==> config.mk <==
export PLATFORM = sky130hd
export DESIGN_NAME = playfair_encryptor
export DESIGN_NICKNAME = d
export VERILOG_FILES = /design/src/sv/pfe_pkg.sv /design/src/sv/playfair_encryptor.sv /design/src/sv/pfe_ram.sv /design/src/sv/pfe_ctrl.sv /design/src/sv/pfe_datapath.sv
export VERILOG_INCLUDE_DIRS = /design/src /design/src/sv
export SDC_FILE = /design/constraint.sdc
export NUM_CORES = 1
export LEC_CHECK = 0
export ABC_CLOCK_PERIOD_IN_PS = 13400
export BUFFER_PORTS_ARGS = -buffer_cell sky130_fd_sc_hd__buf_2
export CORE_MARGIN = 5
export CORE_UTILIZATION = 40
export CTS_CLUSTER_DIAMETER = 30
export DETAILED_ROUTE_END_ITERATION = 12
export GPL_ROUTABILITY_DRIVEN = 1
export PLACE_DENSITY_LB_ADDON = 0.25
export SLEW_MARGIN = 40
export SYNTH_ARGS = -nofsm -noshare
export SYNTH_HDL_FRONTEND = slang
export SYNTH_SLANG_ARGS = --single-unit
==> constraint.sdc <==
create_clock -name i_clk -period 13.4 [get_ports i_clk]
set_input_delay 2.68 -clock i_clk [delete_from_list [all_inputs] [get_ports i_clk]]
set_output_delay 2.68 -clock i_clk [all_outputs]
set_load 0.05 [all_outputs]
==> src/sv/playfair_encryptor_macros.svh <==
// Assertion macros shared by the Playfair encryptor RTL.
`ifndef PLAYFAIR_ENCRYPTOR_MACROS_SVH
`define PLAYFAIR_ENCRYPTOR_MACROS_SVH

// Plain property, checked on every rising clock edge outside reset.
`define PFE_ASSERT(lbl, prop, msg) \
    lbl: assert property (@(posedge i_clk) disable iff (!i_rst_n) prop) \
        else $error(msg);

// Same-cycle implication, checked outside reset.
`define PFE_ASSERT_IMP(lbl, ante, cons, msg) \
    lbl: assert property (@(posedge i_clk) disable iff (!i_rst_n) (ante) |-> (cons)) \
        else $error(msg);

`endif

==> src/sv/pfe_pkg.sv <==
// Types, constants and small helper functions of the Playfair encryptor.
`timescale 1ns / 1ps

package pfe_pkg;

    localparam logic [4:0] NUM_LETTERS = 5'd26;
    localparam logic [4:0] LAST_LETTER = 5'd25;
    localparam logic [4:0] NUM_CELLS   = 5'd25;
    localparam logic [2:0] LAST_IDX    = 3'd4;

    // item kinds
    localparam logic [1:0] KIND_KEY     = 2'd0;
    localparam logic [1:0] KIND_KEY_END = 2'd1;
    localparam logic [1:0] KIND_MSG     = 2'd2;

    // configuration register indexes
    localparam logic [1:0] CFG_FILLER  = 2'd0;
    localparam logic [1:0] CFG_ALT     = 2'd1;
    localparam logic [1:0] CFG_DROPPED = 2'd2;
    localparam logic [1:0] CFG_MERGED  = 2'd3;

    localparam logic [4:0] RST_FILLER  = 5'd23;
    localparam logic [4:0] RST_ALT     = 5'd16;
    localparam logic [4:0] RST_DROPPED = 5'd9;
    localparam logic [4:0] RST_MERGED  = 5'd8;

    typedef enum logic [2:0] {
        ST_IDLE,
        ST_FILL,
        ST_RD_A,
        ST_RD_B,
        ST_SQ_A,
        ST_OUT_A,
        ST_OUT_B
    } t_state;

    typedef enum logic [1:0] {
        SQ_CALC,
        SQ_NA,
        SQ_NB
    } t_sq_sel;

    typedef struct packed {
        logic    in_ready;
        logic    walk_step;
        logic    pos_sel_a;
        logic    cap_pa;
        logic    calc;
        t_sq_sel sq_sel;
        logic    load_out;
        logic    out_last;
        logic    next_pair;
    } t_cmd;

    typedef struct packed {
        logic is_key_end;
        logic has_pair;
        logic has_second;
        logic walk_done;
        logic out_free;
    } t_status;

    function automatic logic [4:0] f_fold(input logic [4:0] x, input logic [4:0] dropped,
                                          input logic [4:0] merged);
        return (x == dropped) ? merged : x;
    endfunction

    function automatic logic [4:0] f_filler_for(input logic [4:0] x, input logic [4:0] fill,
                                                input logic [4:0] alt);
        return (x == fill) ? alt : fill;
    endfunction

    function automatic logic [2:0] f_row(input logic [4:0] p);
        logic [2:0] r;
        if (p >= 5'd20) begin
            r = 3'd4;
        end else if (p >= 5'd15) begin
            r = 3'd3;
        end else if (p >= 5'd10) begin
            r = 3'd2;
        end else if (p >= 5'd5) begin
            r = 3'd1;
        end else begin
            r = 3'd0;
        end
        return r;
    endfunction

    function automatic logic [2:0] f_col(input logic [4:0] p);
        logic [2:0] row;
        logic [4:0] base;
        row  = f_row(p);
        base = {row, 2'b00} + {2'b00, row};
        return 3'(p - base);
    endfunction

    function automatic logic [4:0] f_cell(input logic [2:0] row, input logic [2:0] col);
        return {row, 2'b00} + {2'b00, row} + {2'b00, col};
    endfunction

    function automatic logic [2:0] f_inc(input logic [2:0] x);
        return (x == LAST_IDX) ? 3'd0 : x + 3'd1;
    endfunction

endpackage

==> src/sv/playfair_encryptor.sv <==
// Playfair encryptor over letter indices: 5x5 key square built from key items.
// Channels: input items (kind, letter, end_of_message) on i_in_valid/o_in_ready,
// results (cipher_letter, last_of_run) on o_out_valid/i_out_ready, and a
// configuration write channel (index 0 filler, 1 alternate filler, 2 dropped
// letter, 3 merged letter); register values above 25 are stored as 25.
// A key letter or a message letter that closes no pair is taken without leaving idle.
// A key-end item starts the fill, which walks all 26 letters, one per cycle.
// A message letter that closes a pair: the sequencer steps through RD_A, RD_B
// and SQ_A, loads the first result in OUT_A and the second in OUT_B; a second
// pair (end-of-message pad) runs those states again. Each pair costs two position
// reads and two square reads through the single read port of each memory.
// The last result of a transaction carries last_of_run.
// A one-entry output register holds a result while the receiver stalls; the
// sequencer waits on it, and a new transaction is taken once the last result
// of the previous one is loaded there.
// Reset (synchronous, active low) empties the square, the pending letter and
// the output register, and restores the configuration defaults (x, q, j, i).
`timescale 1ns / 1ps
`include "playfair_encryptor_macros.svh"

module playfair_encryptor (
    input  logic       i_clk,
    input  logic       i_rst_n,
    input  logic       i_in_valid,
    output logic       o_in_ready,
    input  logic [1:0] i_kind,
    input  logic [4:0] i_letter,
    input  logic       i_end_of_message,
    output logic       o_out_valid,
    input  logic       i_out_ready,
    output logic [4:0] o_cipher_letter,
    output logic       o_last_of_run,
    input  logic       i_cfg_valid,
    output logic       o_cfg_ready,
    input  logic [1:0] i_cfg_index,
    input  logic [4:0] i_cfg_data
);
    import pfe_pkg::*;

    t_cmd    w_cmd;
    t_status w_sts;

    pfe_ctrl u_ctrl (
        .i_clk      (i_clk),
        .i_rst_n    (i_rst_n),
        .i_in_valid (i_in_valid),
        .i_sts      (w_sts),
        .o_cmd      (w_cmd)
    );

    pfe_datapath u_datapath (
        .i_clk            (i_clk),
        .i_rst_n          (i_rst_n),
        .i_in_valid       (i_in_valid),
        .i_kind           (i_kind),
        .i_letter         (i_letter),
        .i_end_of_message (i_end_of_message),
        .i_out_ready      (i_out_ready),
        .o_out_valid      (o_out_valid),
        .o_cipher_letter  (o_cipher_letter),
        .o_last_of_run    (o_last_of_run),
        .i_cfg_valid      (i_cfg_valid),
        .i_cfg_index      (i_cfg_index),
        .i_cfg_data       (i_cfg_data),
        .i_cmd            (w_cmd),
        .o_sts            (w_sts)
    );

    assign o_in_ready  = w_cmd.in_ready;
    assign o_cfg_ready = 1'b1;

    `PFE_ASSERT_IMP(a_load_needs_slot, w_cmd.load_out, w_sts.out_free, "load over waiting result")
    `PFE_ASSERT_IMP(a_second_pair_busy, w_sts.has_second, !o_in_ready, "input while pair queued")
    `PFE_ASSERT(a_valid_from_load, $rose(o_out_valid) |-> $past(w_cmd.load_out), "unloaded valid")

endmodule

==> src/sv/pfe_ram.sv <==
// Generic single-write, single-read RAM with registered read data.
`timescale 1ns / 1ps

module pfe_ram #(
    parameter int WIDTH = 5,
    parameter int DEPTH = 25
) (
    input  logic                     i_clk,
    input  logic                     i_we,
    input  logic [$clog2(DEPTH)-1:0] i_waddr,
    input  logic [WIDTH-1:0]         i_wdata,
    input  logic [$clog2(DEPTH)-1:0] i_raddr,
    output logic [WIDTH-1:0]         o_rdata
);

    logic [WIDTH-1:0] r_mem [DEPTH];
    logic [WIDTH-1:0] r_rdata;

    always_ff @(posedge i_clk) begin
        if (i_we) begin
            r_mem[i_waddr] <= i_wdata;
        end
        r_rdata <= r_mem[i_raddr];
    end

    assign o_rdata = r_rdata;

endmodule

==> src/sv/pfe_ctrl.sv <==
// Sequencing state machine of the Playfair encryptor.
`timescale 1ns / 1ps

module pfe_ctrl (
    input  logic             i_clk,
    input  logic             i_rst_n,
    input  logic             i_in_valid,
    input  pfe_pkg::t_status i_sts,
    output pfe_pkg::t_cmd    o_cmd
);
    import pfe_pkg::*;

    t_state r_state;
    t_state n_state;

    always_ff @(posedge i_clk) begin
        if (!i_rst_n) begin
            r_state <= ST_IDLE;
        end else begin
            r_state <= n_state;
        end
    end

    always_comb begin
        n_state = r_state;
        case (r_state)
            ST_IDLE: begin
                if (i_in_valid) begin
                    if (i_sts.is_key_end) begin
                        n_state = ST_FILL;
                    end else if (i_sts.has_pair) begin
                        n_state = ST_RD_A;
                    end
                end
            end
            ST_FILL: begin
                if (i_sts.walk_done) begin
                    n_state = ST_IDLE;
                end
            end
            ST_RD_A: n_state = ST_RD_B;
            ST_RD_B: n_state = ST_SQ_A;
            ST_SQ_A: n_state = ST_OUT_A;
            ST_OUT_A: begin
                if (i_sts.out_free) begin
                    n_state = ST_OUT_B;
                end
            end
            ST_OUT_B: begin
                if (i_sts.out_free) begin
                    n_state = i_sts.has_second ? ST_RD_A : ST_IDLE;
                end
            end
            default: n_state = ST_IDLE;
        endcase
    end

    always_comb begin
        o_cmd = '0;
        o_cmd.sq_sel = SQ_NB;
        case (r_state)
            ST_IDLE: o_cmd.in_ready = 1'b1;
            ST_FILL: o_cmd.walk_step = 1'b1;
            ST_RD_A: o_cmd.pos_sel_a = 1'b1;
            ST_RD_B: o_cmd.cap_pa = 1'b1;
            ST_SQ_A: begin
                o_cmd.calc   = 1'b1;
                o_cmd.sq_sel = SQ_CALC;
            end
            ST_OUT_A: begin
                // move the read on to the second cell once the first is taken
                if (i_sts.out_free) begin
                    o_cmd.load_out = 1'b1;
                    o_cmd.sq_sel   = SQ_NB;
                end else begin
                    o_cmd.sq_sel = SQ_NA;
                end
            end
            ST_OUT_B: begin
                if (i_sts.out_free) begin
                    o_cmd.load_out  = 1'b1;
                    o_cmd.out_last  = !i_sts.has_second;
                    o_cmd.next_pair = i_sts.has_second;
                end
            end
            default: o_cmd = '0;
        endcase
    end

endmodule

==> src/sv/pfe_datapath.sv <==
// Datapath: config registers, key square, pair logic and output register.
`timescale 1ns / 1ps

module pfe_datapath (
    input  logic             i_clk,
    input  logic             i_rst_n,
    input  logic             i_in_valid,
    input  logic [1:0]       i_kind,
    input  logic [4:0]       i_letter,
    input  logic             i_end_of_message,
    input  logic             i_out_ready,
    output logic             o_out_valid,
    output logic [4:0]       o_cipher_letter,
    output logic             o_last_of_run,
    input  logic             i_cfg_valid,
    input  logic [1:0]       i_cfg_index,
    input  logic [4:0]       i_cfg_data,
    input  pfe_pkg::t_cmd    i_cmd,
    output pfe_pkg::t_status o_sts
);
    import pfe_pkg::*;

    // configuration
    logic [4:0] r_filler, r_alt, r_dropped, r_merged;
    logic [4:0] w_cfg_val;

    // square bookkeeping
    logic [NUM_LETTERS-1:0] r_used;
    logic [4:0] r_fill;
    logic [4:0] r_walk;
    logic       w_place_req, w_place_do;
    logic [4:0] w_place_letter;

    // message pairing
    logic       r_pv;
    logic [4:0] r_pend;
    logic [4:0] r_a, r_b, r_a2;
    logic       r_has2;
    logic       w_accept, w_ok, w_pair_x, w_pair_y, w_pv1;
    logic [4:0] w_lf, w_p1, w_xb, w_fill_f, w_fill_alt;

    // cell lookup
    logic [4:0] w_pos_rd, w_sq_rd, w_pos_raddr, w_sq_raddr;
    logic [4:0] r_ca, r_na, r_nb, w_pb, w_na, w_nb;
    logic [2:0] w_ra, w_ca, w_rb, w_cb;

    // output register
    logic       r_out_valid, n_out_valid;
    logic [4:0] r_cipher;
    logic       r_last;

    assign w_accept   = i_in_valid & i_cmd.in_ready;
    assign w_ok       = (i_letter < NUM_LETTERS);
    assign w_lf       = f_fold(i_letter, r_dropped, r_merged);
    assign w_fill_f   = f_fold(r_filler, r_dropped, r_merged);
    assign w_fill_alt = f_fold(r_alt, r_dropped, r_merged);
    assign w_cfg_val  = (i_cfg_data > LAST_LETTER) ? LAST_LETTER : i_cfg_data;

    always_ff @(posedge i_clk) begin
        if (!i_rst_n) begin
            r_filler  <= RST_FILLER;
            r_alt     <= RST_ALT;
            r_dropped <= RST_DROPPED;
            r_merged  <= RST_MERGED;
        end else if (i_cfg_valid) begin
            case (i_cfg_index)
                CFG_FILLER:  r_filler  <= w_cfg_val;
                CFG_ALT:     r_alt     <= w_cfg_val;
                CFG_DROPPED: r_dropped <= w_cfg_val;
                CFG_MERGED:  r_merged  <= w_cfg_val;
                default:     r_filler  <= r_filler;
            endcase
        end
    end

    // placing a letter: key letter on acceptance, or one step of the key-end walk
    assign w_place_letter = i_cmd.walk_step ? r_walk : w_lf;
    assign w_place_req    = (i_cmd.walk_step & (r_walk != r_dropped))
                          | (w_accept & (i_kind == KIND_KEY) & w_ok);
    assign w_place_do     = w_place_req & (r_fill < NUM_CELLS) & !r_used[w_place_letter];

    always_ff @(posedge i_clk) begin
        if (!i_rst_n) begin
            r_used <= '0;
            r_fill <= '0;
        end else if (w_place_do) begin
            r_used[w_place_letter] <= 1'b1;
            r_fill <= r_fill + 5'd1;
        end
    end

    always_ff @(posedge i_clk) begin
        if (w_accept && (i_kind == KIND_KEY_END)) begin
            r_walk <= '0;
        end else if (i_cmd.walk_step) begin
            r_walk <= r_walk + 5'd1;
        end
    end

    // pair planning: first the pair closed by this letter, then the end-of-message pad
    assign w_pair_x = w_ok & r_pv;
    assign w_pv1    = w_ok ? (!r_pv | (r_pend == w_lf)) : r_pv;
    assign w_p1     = (w_ok && !(r_pv && (r_pend != w_lf))) ? w_lf : r_pend;
    assign w_pair_y = i_end_of_message & w_pv1;
    assign w_xb     = (r_pend == w_lf) ? f_filler_for(r_pend, w_fill_f, w_fill_alt) : w_lf;

    always_ff @(posedge i_clk) begin
        if (!i_rst_n) begin
            r_pv   <= 1'b0;
            r_pend <= '0;
            r_has2 <= 1'b0;
        end else if (w_accept && (i_kind == KIND_MSG)) begin
            r_pv   <= w_pv1 & !i_end_of_message;
            r_pend <= w_p1;
            r_has2 <= w_pair_x & w_pair_y;
        end else if (i_cmd.next_pair) begin
            r_has2 <= 1'b0;
        end
    end

    always_ff @(posedge i_clk) begin
        if (w_accept && (i_kind == KIND_MSG)) begin
            r_a2 <= w_p1;
            if (w_pair_x) begin
                r_a <= r_pend;
                r_b <= w_xb;
            end else begin
                r_a <= w_p1;
                r_b <= f_filler_for(w_p1, w_fill_f, w_fill_alt);
            end
        end else if (i_cmd.next_pair) begin
            r_a <= r_a2;
            r_b <= f_filler_for(r_a2, w_fill_f, w_fill_alt);
        end
    end

    // cell positions: a letter never placed reads as cell 0
    assign w_pos_raddr = i_cmd.pos_sel_a ? r_a : r_b;
    assign w_pb        = r_used[r_b] ? w_pos_rd : 5'd0;

    always_ff @(posedge i_clk) begin
        if (i_cmd.cap_pa) begin
            r_ca <= r_used[r_a] ? w_pos_rd : 5'd0;
        end
    end

    always_comb begin
        w_ra = f_row(r_ca);
        w_ca = f_col(r_ca);
        w_rb = f_row(w_pb);
        w_cb = f_col(w_pb);
        if (w_ra == w_rb) begin
            w_na = f_cell(w_ra, f_inc(w_ca));
            w_nb = f_cell(w_rb, f_inc(w_cb));
        end else if (w_ca == w_cb) begin
            w_na = f_cell(f_inc(w_ra), w_ca);
            w_nb = f_cell(f_inc(w_rb), w_cb);
        end else begin
            w_na = f_cell(w_ra, w_cb);
            w_nb = f_cell(w_rb, w_ca);
        end
    end

    always_ff @(posedge i_clk) begin
        if (i_cmd.calc) begin
            r_na <= w_na;
            r_nb <= w_nb;
        end
    end

    always_comb begin
        case (i_cmd.sq_sel)
            SQ_CALC: w_sq_raddr = w_na;
            SQ_NA:   w_sq_raddr = r_na;
            SQ_NB:   w_sq_raddr = r_nb;
            default: w_sq_raddr = r_nb;
        endcase
    end

    pfe_ram #(
        .WIDTH (5),
        .DEPTH (25)
    ) u_square (
        .i_clk   (i_clk),
        .i_we    (w_place_do),
        .i_waddr (r_fill),
        .i_wdata (w_place_letter),
        .i_raddr (w_sq_raddr),
        .o_rdata (w_sq_rd)
    );

    pfe_ram #(
        .WIDTH (5),
        .DEPTH (26)
    ) u_position (
        .i_clk   (i_clk),
        .i_we    (w_place_do),
        .i_waddr (w_place_letter),
        .i_wdata (r_fill),
        .i_raddr (w_pos_raddr),
        .o_rdata (w_pos_rd)
    );

    // output register
    always_comb begin
        if (i_cmd.load_out) begin
            n_out_valid = 1'b1;
        end else if (i_out_ready) begin
            n_out_valid = 1'b0;
        end else begin
            n_out_valid = r_out_valid;
        end
    end

    always_ff @(posedge i_clk) begin
        if (!i_rst_n) begin
            r_out_valid <= 1'b0;
        end else begin
            r_out_valid <= n_out_valid;
        end
    end

    always_ff @(posedge i_clk) begin
        if (i_cmd.load_out) begin
            r_cipher <= w_sq_rd;
            r_last   <= i_cmd.out_last;
        end
    end

    assign o_out_valid     = r_out_valid;
    assign o_cipher_letter = r_cipher;
    assign o_last_of_run   = r_last;

    assign o_sts.is_key_end = (i_kind == KIND_KEY_END);
    assign o_sts.has_pair   = (i_kind == KIND_MSG) & (w_pair_x | w_pair_y);
    assign o_sts.has_second = r_has2;
    assign o_sts.walk_done  = (r_walk == LAST_LETTER);
    assign o_sts.out_free   = !r_out_valid | i_out_ready;

endmodule
; Word-level counts from Yosys, hierarchy flattened
; Memory sizes are Yosys's and may differ from the RTL's. A register that Yosys moved wholly into a read port is not among the register bits.
; Cells that the tools add are included.
[word_totals]
regBits = 103
latch_bits = 0
ramBits = 255
romBits = 0
in_bits = 20
output_inout_bits = 9
wordCells = 197
n_memories = 2
[classes]
addsub = 18
n_mul = 0
div_mod_pow = 0
magnitude_cmp = 15
n_eq_ne = 33
n_shift = 0
muxes = 69
n_bitwise = 16
n_reduce_logical = 24
[memory_table]
columns = memory, depth, word_bits, rd, rd_ports_with_merged_regs, wr, line
row1 = u_datapath.u_position.r_mem, 26, 5, 1, 1, 1, pfe_ram.sv:16  ; logic [WIDTH-1:0] r_mem [DEPTH];
row2 = u_datapath.u_square.r_mem, 25, 5, 1, 1, 1, pfe_ram.sv:16
[ops]
columns = cell, n
row1 = $mux 5, 22
row2 = $mux 3, 17
row3 = $add 5x3->5, 10
row4 = $eq 5x5->1, 7
row5 = $or 26x26->26, 1
row6 = $eq 3x3->1 const B, 7
row7 = $pmux 3 s7, 1
row8 = $ge 5x4->1 const B, 4
row9 = $mux 1, 20
row10 = $lt 5x6->1 const B, 3
row11 = $bmux 1 s5, 3
row12 = $add 3x1->3 const B, 4
row13 = $and 1x1->1, 11
row14 = $add 5x1->5 const B, 2
row15 = $ge 5x3->1 const B, 2
row16 = $ge 5x5->1 const B, 2
row17 = $lt 5x5->1 const B, 2
row18 = $ne 5x5->1, 2
row19 = $pmux 5 s2, 1
row20 = $reduce_and 2->1, 5
row21 = $eq 2x1->1 const B, 3
row22 = $eq 2x2->1 const B, 3
row23 = $eq 3x2->1 const B, 2
row24 = $eq 3x3->1, 2
row25 = other kinds (20), 39

; Logic depth before layout (Yosys ltp)
[depth]
ltp_word = 14
ltp_mapped = 22
depth_no_buf = 22

; Cells and area by module
; From an unflattened synthesis, not the netlist that was laid out.
[unflattened]
hier_cells = 1409
hier_area_um2 = 18255.0
[modules_own_cells]
columns = mod, n_inst, cells_per_inst, area_each_um2, seq_area_each_um2
row1 = pfe_datapath, 1, 781, 7490.9, 2362.3
row2 = pfe_ram at u_datapath.u_position, 1, 314, 5366.4, 4003.8
row3 = pfe_ram at u_datapath.u_square, 1, 272, 5078.6, 3853.7
row4 = pfe_ctrl, 1, 40, 307.8, 60.1
row5 = playfair_encryptor, 1, 2, 11.3, 0.0

; Least setup slack after synthesis
; OpenSTA, ideal clock, no wires.
[synth_timing]
kind = input-to-reg
from = input port i_letter[2]
to = memory u_datapath.u_position.r_mem[10][0], enable pin
setup_time_ns = 0.376
arrival_ns = 5.950
required_time_ns = 13.024
slack_ns = 7.074
cell_stages = 13
n_path_buf = 3
path_cell_list = xnor2_1 and3_1 buf_6 nand3_1 and2_1 mux2i_1 clkbuf_1 mux4_2 a22oi_1 nor2_1 a211o_1 buf_2 nor3_1
[synth_between]
elab_chain_cells = 9
elab_cells_between_ends = 13
classes_between = order compare: 1 / eq/ne: 1 / mux: 6 / bitwise: 4 / reduce/logical: 1
[synth_rtl]
columns = element, line
row1 = start: declaration, playfair_encryptor.sv:27  ; input logic [4:0] i_letter,
row2 = $eq 5x5->1 (*), pfe_pkg.sv:65  ; return (x == dropped) ? merged : x;
row3 = $mux 5 (*), pfe_pkg.sv:65
row4 = $mux 5 (*), pfe_datapath.sv:77  ; assign w_place_letter = i_cmd.walk_step ? r_walk : w_lf;
row5 = via u_datapath.u_position.i_waddr[1], pfe_ram.sv:10  ; input logic [$clog2(DEPTH)-1:0] i_waddr,
row6 = $bmux 1 s5, pfe_datapath.sv:80  ; assign w_place_do = w_place_req & (r_fill < NUM_CELLS) & !r_used[w_place_letter];
row7 = $mux 1 (not written as such), pfe_datapath.sv:80
row8 = $logic_not 1->1, pfe_datapath.sv:80
row9 = $and 1x1->1, pfe_datapath.sv:80
row10 = $mux 1, pfe_ram.sv:20  ; if (i_we) begin
row11 = $mux 1 (not written as such), pfe_ram.sv:21  ; r_mem[i_waddr] <= i_wdata;
row12 = end: declaration, pfe_ram.sv:16
; Mark *: on every way through the listed nets, which the timed path passes. The rest lies on a longest branch. The select of a mux whose other input is x is not followed.

; Final worst setup path
[layout_timing]
from = register u_datapath.r_b[0]
to = register u_datapath.u_square.r_rdata[1], in the netlist u_datapath.u_square.o_rdata[1] (read register of u_datapath.u_square.r_mem)
[layout_between]
elab_chain_cells = 14
elab_cells_between_ends = 19
classes_between = add/sub: 3 / order compare: 4 / eq/ne: 2 / mux: 10
[layout_rtl]
columns = element, line
row1 = start: declaration, pfe_datapath.sv:37  ; logic [4:0] r_a, r_b, r_a2;
row2 = start signal: assignment, pfe_datapath.sv:126  ; r_b <= w_xb;
row3 = start signal: assignment, pfe_datapath.sv:129  ; r_b <= f_filler_for(w_p1, w_fill_f, w_fill_alt);
row4 = start signal: assignment, pfe_datapath.sv:133  ; r_b <= f_filler_for(r_a2, w_fill_f, w_fill_alt);
row5 = $bmux 1 s5 (*), pfe_datapath.sv:139  ; assign w_pb = r_used[r_b] ? w_pos_rd : 5'd0;
row6 = $mux 1 (not written as such) (*), pfe_datapath.sv:139
row7 = $mux 5 (*), pfe_datapath.sv:139
row8 = $ge 5x3->1, pfe_pkg.sv:81  ; end else if (p >= 5'd5) begin
row9 = $mux 1, pfe_pkg.sv:81
row10 = $mux 3, pfe_pkg.sv:79  ; end else if (p >= 5'd10) begin
row11 = $mux 3, pfe_pkg.sv:77  ; end else if (p >= 5'd15) begin
row12 = $mux 3, pfe_pkg.sv:75  ; if (p >= 5'd20) begin
row13 = $add 5x3->5, n/a
row14 = $sub 3x3->3, pfe_pkg.sv:94  ; return 3'(p - base);
row15 = $add 5x3->5 / $eq 3x3->1 (equally long branches), "pfe_pkg.sv:98, pfe_datapath.sv:155"
row16 = $mux 5, pfe_datapath.sv:155  ; end else if (w_ca == w_cb) begin
row17 = $mux 5 (*), pfe_datapath.sv:152  ; if (w_ra == w_rb) begin
row18 = $pmux 5 s2 (*), pfe_datapath.sv:172  ; case (i_cmd.sq_sel)
row19 = end: declaration, pfe_ram.sv:17  ; logic [WIDTH-1:0] r_rdata;
; Every way passes the cells marked *; elsewhere a longest branch is shown, timed or not. The select of a mux whose other input is x is not followed.
; A chain may end at the register's enable or synchronous reset.

==> metrics.yaml <==
dieWidth_microns: 223
synth_cells: 1387
yosysSeqAreaShare_pct: 56.8
drive_gt1_share_pct: 19.9
max_stage_delay_ns: 0.79
crit_start: "u_datapath.r_b[0]$_DFFE_PP_"
worstSetupPathType: "register to register"
port_buffers: 27
ir_drop_mv: 0.0942
placed_area_sq_um: 18800
via_per_inst: 5.51
pre_cts_ws_ns: 6.40
cp.required_ns: 13.92
grt_pass1_vias: 11884
synth-edff-count: 291
n_antenna_cell: 0
die-area_sq_um: 49600
clockBufferDepth: 3
drtAntennaViolNets: 0
slew_headroom_pct: 39.5
min_to: "u_datapath.o_cipher_letter[1]$_DFFE_PP_"
reg_top3: "u_datapath.u_position.r_mem (130), u_datapath.u_square.r_mem (125), u_datapath.r_used (26)"
final_common_cell: "edfxtp_1"
clock-sinks: 368
fin_crit_ns: 6.43
final_util_pct: 47.6
clk_pin_slew_ns: 0.05
rsz0062_at_grt: "false"
start_kind: "register"
finalHoldViolCount: 0
tns_ns: 0
hold_class: "register to register"
rr_startpoint: "u_datapath.r_b[0]$_DFFE_PP_"
area_growth_pct: 18.5
h-tree-depth: 3
tightestPinTransition_ns: 0.882
worst-path-buf-inv: 2
drv_slew: 0
cts_tree: "yes"
ctsRootBufferMaster: "clkbuf_16"
crit_arrival_ns: 6.95
fin_nets: 1507
layout_common_cells: "edfxtp_1 (291), nand2_1 (110), mux2i_1 (101)"
syn-num-nets: 1449
grt_pass1_wl_microns: 69900
wl_per_cell_microns: 21.0
cp_cell_sequence: "mux4_2 -> and3_1 -> a211oi_2 -> nor2_1 -> nand2_1 -> inv_1 -> fa_1 -> xnor3_1 -> and2_1 -> mux2_4 -> nand2_2 -> buf_4 -> mux2i_1 -> mux2_2 -> a22oi_1 -> and4b_1"
worst_hold_startpoint: "u_datapath.u_square.o_rdata[1]$_DFF_P_"
setup_violations: 0
post-dp-hpwl_microns: 29300
grt_max_degree: 63
synthArstFlopShare_pct: 0
critPathCaptureType: "register"
cp_max_fo: 40
netlist-cell-type-count: 83
gp_congestion: 0.892
regMostFlops: "u_datapath.u_position.r_mem"
grt_antenna_before_repair: 0
synth-seq-cells: 368
max_freq_mhz: 155
cts_buffers: 78
ctsResizeCount: 0
ys_top_cells_by_area: "edfxtp_1 (48%), dfxtp_1 (8.5%), mux2i_1 (5.8%)"
design_area_sq_um: 21500
drt_iter0_drc: 922
clk-insertion-delay-late_ns: 0.59
dp_cells: 1965
p_leak_nw: 7.82
syn_area_sq_um: 18100
synth.avg_cell_area_sq_um: 13.1
grt_usage_pct: 17.8
initial_core_util_pct: 40.2
fp-row-count: 78
timing.final.ws_setup_ns: 6.97
post_cts_buffers: 0
pin_count: 29
yosysTopAreaCell: "edfxtp_1"
postCtsHoldBufs: 0
fin_crit_sh_pct: 48.0
core_area_sq_um: 45100
crit_path_top_delay_cell: "edfxtp_1"
synth_ff_type: "edfxtp_1"
whs_path_depth: 0
status: "finished clean"
skew_ns: 0.0254
layout.cells.non_filler: 2109
synth_warnings: 0
synth_top_area_share_pct: 48.3
vias: 11630
critPathTopFamily: "simple AND/OR/NAND/NOR gates"
grt_overflow_total: 0
reg2reg_to: "u_datapath.u_square.o_rdata[1]$_DFF_P_"
maxCapViolations: 0
wl_microns: 44300
drc: 0
power.total_mw: 3.43
reg2reg_depth: 16
r2r_slack_ns: 6.97
powerDensity_nw_per_um2: 160
die_h_microns: 223
drt_pre_antenna_iters: 5
fin_hold_ws_ns: 0.402
largest_reg_flops: 130
-- worst max-delay path by stage --
| stage | cells after the start | slack [ns] | endpoint |
|---|---|---|---|
| floorplan | 13 | 7.07 | u_datapath.u_position.r_mem[10][0]$_DFFE_PP_ |
| global placement | 13 | 6.22 | u_datapath.u_position.r_mem[20][2]$_DFFE_PP_ |
| detailed placement | 13 | 6.40 | u_datapath.u_position.r_mem[12][3]$_DFFE_PP_ |
| CTS | 16 | 6.99 | u_datapath.u_square.o_rdata[4]$_DFF_P_ |
| global route | 16 | 6.56 | u_datapath.u_square.o_rdata[4]$_DFF_P_ |
| finish | 16 | 6.97 | u_datapath.u_square.o_rdata[1]$_DFF_P_ |
-- synthesized netlist by cell type (5+ instances only) --
cell	number
a21oi_1	42
a31oi_1	5
a21o_1	8
nand3_1	29
fa_1	9
xor2_1	22
nor3_2	12
mux2i_1	105
buf_2	8
o22ai_1	6
dfxtp_1	77
nor2b_1	26
a211oi_1	17
a21boi_0	25
o21a_1	29
o211ai_1	14
inv_1	38
nor2_1	90
and2_1	20
and3_1	10
edfxtp_1	291
ha_1	33
buf_4	6
a22oi_1	14
nor3_1	20
o21ai_0	44
nand2_1	110
mux4_2	46
nand2b_1	10
buf_6	11
nand3b_1	7
clkbuf_1	40
xnor2_1	37
mux2_2	32
-- cell type report --
| type | instances | area, sq um |
|---|---|---|
| Clock buffer | 95 | 2070 |
| Fill cell | 3988 | 23600 |
| Sequential cell | 368 | 10300 |
| Multi-Input combinational cell | 913 | 7410 |
| Clock inverter | 49 | 531 |
| Tap cell | 600 | 751 |
| Timing Repair Buffer | 44 | 263 |
| Inverter | 40 | 150 |
-- kinds of logic after synthesis --
family                   share of synthesized area (%)
flip-flops                                        56.8
AND/OR/NAND/NOR                                   10.2
AO/OA/AOI/OAI                                     9.82
multiplexers                                      14.0
buffers and inverters                             2.83
XOR/XNOR                                          2.98
adder cells (fa/ha/maj)                           3.44
other                                           0.0207
-- per-layer routing --
metal	wire length, microns	GRT usage (%)	up-vias
li1	-	-	5380
met1	20200	24.3	5861
met2	21000	28.8	294
met3	2020	3.66	95
met4	1080	5.55	0
met5	0	0	-
-- power breakdown --
group	leakage, nW	internal, mW	switching, mW
Clock	1.24	1.24	0.625
Combinational	3.19	0.104	0.176
Sequential	3.39	1.26	0.0256
Total	7.82	2.61	0.826
No activity file was read; power rests on OpenSTA's default activity.
